[src/hw/rtl/assert_macros.svh]
// Assertion macros shared by the line editor RTL.
`ifndef ASSERT_MACROS_SVH
`define ASSERT_MACROS_SVH

// Same-cycle implication, sampled on clk, off while rst_n is low.
`define ASSERT_IMPLY(lbl, ante, cons) \
    lbl: assert property (@(posedge clk) disable iff (!rst_n) (ante) |-> (cons)) \
        else $error("assertion failed");

// Next-cycle implication, sampled on clk, off while rst_n is low.
`define ASSERT_NEXT(lbl, ante, cons) \
    lbl: assert property (@(posedge clk) disable iff (!rst_n) (ante) |=> (cons)) \
        else $error("assertion failed");

`endif

[src/hw/rtl/lgb_pkg.sv]
// Shared constants, codes and control types of the line editor.
`default_nettype none

package lgb_pkg;

    localparam int LINE_DEPTH = 1024;
    localparam int ADDR_W     = $clog2(LINE_DEPTH);
    localparam int CNT_W      = ADDR_W + 1;

    localparam int KEY_W      = 8;
    localparam int IDX_W      = 10;
    localparam int CHAR_W     = 8;
    localparam int LEN_W      = 11;

    localparam int IN_USER_W  = 2;
    localparam int IN_DATA_W  = 24;
    localparam int OUT_DATA_W = 32;

    localparam logic [KEY_W-1:0] KEY_LEFT   = 8'h3C;
    localparam logic [KEY_W-1:0] KEY_RIGHT  = 8'h3E;
    localparam logic [KEY_W-1:0] KEY_DELETE = 8'h2D;

    typedef enum logic [1:0] {
        CMD_KEY   = 2'd0,
        CMD_READ  = 2'd1,
        CMD_CLEAR = 2'd2
    } cmd_t;

    typedef enum logic [1:0] {
        ST_IDLE,
        ST_RUN,
        ST_MEM,
        ST_PUT
    } state_t;

    // controller -> datapath
    typedef struct packed {
        logic capture;   // latch the input beat
        logic run;       // decode, insert/delete/clear updates, issue store read
        logic mem;       // store read data back: finish move or read
        logic put;       // load the output register
    } lgb_ctl_t;

    // datapath -> controller
    typedef struct packed {
        logic need_mem;  // item needs a store read
        logic out_busy;  // output register cannot take a beat this cycle
    } lgb_sts_t;

endpackage

`default_nettype wire

[src/hw/rtl/lgb_ctrl.sv]
// Controller state machine of the line editor.
`default_nettype none
`include "assert_macros.svh"

module lgb_ctrl (
    input  wire logic             clk,
    input  wire logic             rst_n,
    input  wire logic             s_tvalid,
    output logic                  s_tready,
    input  wire lgb_pkg::lgb_sts_t sts,
    output lgb_pkg::lgb_ctl_t     ctl
);

    import lgb_pkg::*;

    state_t state_reg;
    state_t state_next;

    always_ff @(posedge clk or negedge rst_n)
    begin
        if (!rst_n)
        begin
            state_reg <= ST_IDLE;
        end
        else
        begin
            state_reg <= state_next;
        end
    end

    always_comb
    begin
        state_next = state_reg;
        ctl        = '0;
        s_tready   = 1'b0;
        unique case (state_reg)
            ST_IDLE:
            begin
                s_tready = 1'b1;
                if (s_tvalid)
                begin
                    ctl.capture = 1'b1;
                    state_next  = ST_RUN;
                end
            end
            ST_RUN:
            begin
                ctl.run    = 1'b1;
                state_next = sts.need_mem ? ST_MEM : ST_PUT;
            end
            ST_MEM:
            begin
                ctl.mem    = 1'b1;
                state_next = ST_PUT;
            end
            ST_PUT:
            begin
                if (!sts.out_busy)
                begin
                    ctl.put    = 1'b1;
                    state_next = ST_IDLE;
                end
            end
            default:
            begin
                state_next = ST_IDLE;
            end
        endcase
    end

    // store read data is only consumed right after it was requested
    `ASSERT_IMPLY(a_mem_after_run, state_reg == ST_MEM, $past(state_reg) == ST_RUN)
    // a result is never loaded over one still waiting
    `ASSERT_IMPLY(a_put_when_free, ctl.put, !sts.out_busy)

endmodule

`default_nettype wire

[config.mk]
export PLATFORM = sky130hd
export DESIGN_NAME = lgb_ctrl
export DESIGN_NICKNAME = d
export VERILOG_FILES = /design/src/hw/rtl/lgb_pkg.sv /design/src/hw/rtl/lgb_ctrl.sv
export VERILOG_INCLUDE_DIRS = /design/src /design/src/hw/rtl
export SDC_FILE = /design/constraint.sdc
export NUM_CORES = 1
export LEC_CHECK = 0
export BUFFER_PORTS_ARGS = -buffer_cell sky130_fd_sc_hd__buf_4
export CORE_AREA = 2 2 39 41
export CTS_CLUSTER_DIAMETER = 120
export DETAILED_ROUTE_END_ITERATION = 8
export DIE_AREA = 0 0 41 43
export HOLD_SLACK_MARGIN = 0.02
export PLACE_DENSITY = 0.3
export SYNTH_ARGS = -nofsm -noshare
export SYNTH_HDL_FRONTEND = slang
export SYNTH_SLANG_ARGS = --single-unit
[constraint.sdc]
create_clock -name clk -period 2.15 [get_ports clk]
set_input_delay 0 -clock clk [delete_from_list [all_inputs] [get_ports clk]]
set_output_delay 0 -clock clk [all_outputs]
set_load 0.02 [all_outputs]
==> out/results.ini <==
[layout]
syn2layout_area_growth_pct=68.1
finalNonFillerCells=47
layout.nets=42
final_area_sq_um=297
n_fill_cell=166
final_common_cell=buf_4
largest_register_ffs=2
mostFrequentLayoutCells=buf_4 (9), ha_1 (4), inv_1 (3), clkbuf_4 (3)
diodes=0
drive_above_1_share_pct=48.4

[clocking]
clk_latency_ns=0.22
h-tree-depth=1
cts_hold_buf=1
clockBufferDepth=2
root_buffer=clkbuf_4
cts_tree=done
cts_buffers=3
cts_resized=0
cts_setup_buffers=0
clock_sinks=2
clk_pin_slew_ns=0.03

[detailed_routing]
firstDrtPassIters=2
routedWlPerCell_um=7.70
drtAntennaViolNets=0
first_iter_violations=1
drc=0
viasPerCell=3.47
num_vias=163
routed_wl_um=362

[sta]
max_freq_ghz=0.702
slew_viol_final=0
period_share_pct=66.2
worst_hold_slack_ns=0.0900
worst_clock_skew_ns=0.00478
relSlewSlack_pct=91.2
tns_ns=0
rsz0062_at_grt=no
hold_viol_final=0
worst_pin_slew_ns=0.132
setup_viol=0
min_period_ns=1.42

[placed_design]
dpl_cell_area_sq_um=264
globalplace.congestion=0.587
port_buffers=9
dp_hpwl_um=292
dpl.cell_count=43

[power]
switchingPower_mw=0.182
p_sw_share_pct=40.7
power_density_nw_per_um2=1510
p_clk_share_pct=18.4
comb_power_share_pct=64.2
vdd.ir_drop.worst_mv=0.515
leakage_nw=0.158
p_seq_share_pct=17.4
p_int_mw=0.265

[floorplanning]
dieWidth_um=41
start_util_pct=12.7
die-height_um=43
pin_count=10
core_sq_um=1380
rows=14
fp.dieArea_sq_um=1760

[worst_setup_path]
critical_path.max_fanout=4
critPathKind=reg2reg
reg2reg_from=state_reg[0]$_DFFE_PN0P_
cp-start-kind=flip-flop
critPathRequiredTime_ns=2.25
r2r-end=state_reg[1]$_DFFE_PN0P_
r2r_slack_ns=0.73
end_kind=flip-flop
cp-endpoint=state_reg[1]$_DFFE_PN0P_
r2r_cells=5
startpoint=state_reg[0]$_DFFE_PN0P_
worstPathArrival_ns=1.52

[yosys]
syn-instance-count=18
synth_seq_cells=2
synth_area_sq_um=176
yosys_warnings=0
synth_area_leaders=dfrtp_1 (28%), ha_1 (28%), mux2_4 (8.5%), inv_1 (6.4%), a31o_2 (5.0%)
synth_cell_types=11
syn_nets=27
avgSynthCellArea_sq_um=9.80
synth_top_area_cell=dfrtp_1
synth_top_area_share_pct=28.4
synth.yosys.seq_area_share_pct=28.4

[global_routing]
overflow=0
grt_pass1_vias=163
grt_pass1_wl_um=648
grt_util_all_layers_pct=6.22
grt_max_degree=5
grt_antenna_before_repair=0

[run_status]
status=completed

[worst_hold_path]
min_path_type=in2async

[job]
maxCapViolCount=0

## area by class of cell
type	count	area, sq um	share of cell area, %
Clock buffer	3	22.5	7.59
Tap cell	16	20.0	6.75
Sequential cell	2	50.0	16.9
Timing Repair Buffer	10	77.6	26.2
Inverter	3	11.3	3.80
Multi-Input combinational cell	13	115	38.8
## metrics by stage
| step | setup slack [ns] | total power, mW | util [%] |
|---|---|---|---|
| global placement | 0.738 | 0.372 | 19.1 |
| global route | 0.619 | 0.507 | 21.4 |
| detailed placement | 0.730 | 0.369 | 19.1 |
| finish | 0.726 | 0.447 | 21.4 |
| CTS | 0.710 | 0.461 | 21.4 |
| floorplan | 0.660 | 0.283 | - |
## worst min-delay path by stage
stage,startpoint,endpoint,slack (ns),depth (start not counted)
final,rst_n,state_reg[0]$_DFFE_PN0P_,0.09,2
after global routing,rst_n,state_reg[0]$_DFFE_PN0P_,0.08,2
after CTS,rst_n,state_reg[0]$_DFFE_PN0P_,0.08,2
after detailed placement,rst_n,state_reg[1]$_DFFE_PN0P_,-0.22,1
after global placement,rst_n,state_reg[1]$_DFFE_PN0P_,-0.22,1
after floorplan,rst_n,state_reg[0]$_DFFE_PN0P_,-0.30,0
## worst max-delay path, cell delays in order (launching register included)
cell and delay, ns:
dfrtp_1 0.39, inv_1 0.12, ha_1 0.20, inv_1 0.07, o21a_1 0.21, mux2_4 0.30
## cells in the mapped netlist, drive strengths merged
master and n:
ha 4, inv 3, dfrtp 2, nand2 2
a31o 1, a31oi 1, and2 1, mux2 1
nand2b 1, nor2b 1, o21a 1
## metal layers
metal  share of wire [%]  vias to the layer above  track usage (%)  routed length (um)
li1                    -                       86                -                   -
met1                  43                       66             6.73                 156
met2                  40                        9             7.19                 146
met3                  12                        2             3.14                  43
met4                 4.1                        0             8.00                  15
met5                   0                        -                0                   0
## cells by family (layout without fill, tap and decap cells)
| kind of cell | Yosys count | after routing | share of synthesized area, % |
|---|---|---|---|
| AO/OA/AOI/OAI | 3 | 3 | 12.8 |
| adder cells (fa/ha/maj) | 4 | 4 | 28.4 |
| buffers and inverters | 3 | 16 | 6.38 |
| flip-flops | 2 | 2 | 28.4 |
| multiplexers | 1 | 1 | 8.51 |
| AND/OR/NAND/NOR | 5 | 5 | 15.6 |
## power groups by stage
stage,clock network [mW],logic [mW],registers (mW)
after detailed placement,0,0.290,0.0793
after global placement,0,0.292,0.0793
after floorplan,0,0.208,0.0742
final,0.0822,0.287,0.0779
after CTS,0.0879,0.294,0.0790
after global routing,0.0977,0.328,0.0816
No activity file was read; power rests on OpenSTA's default activity.
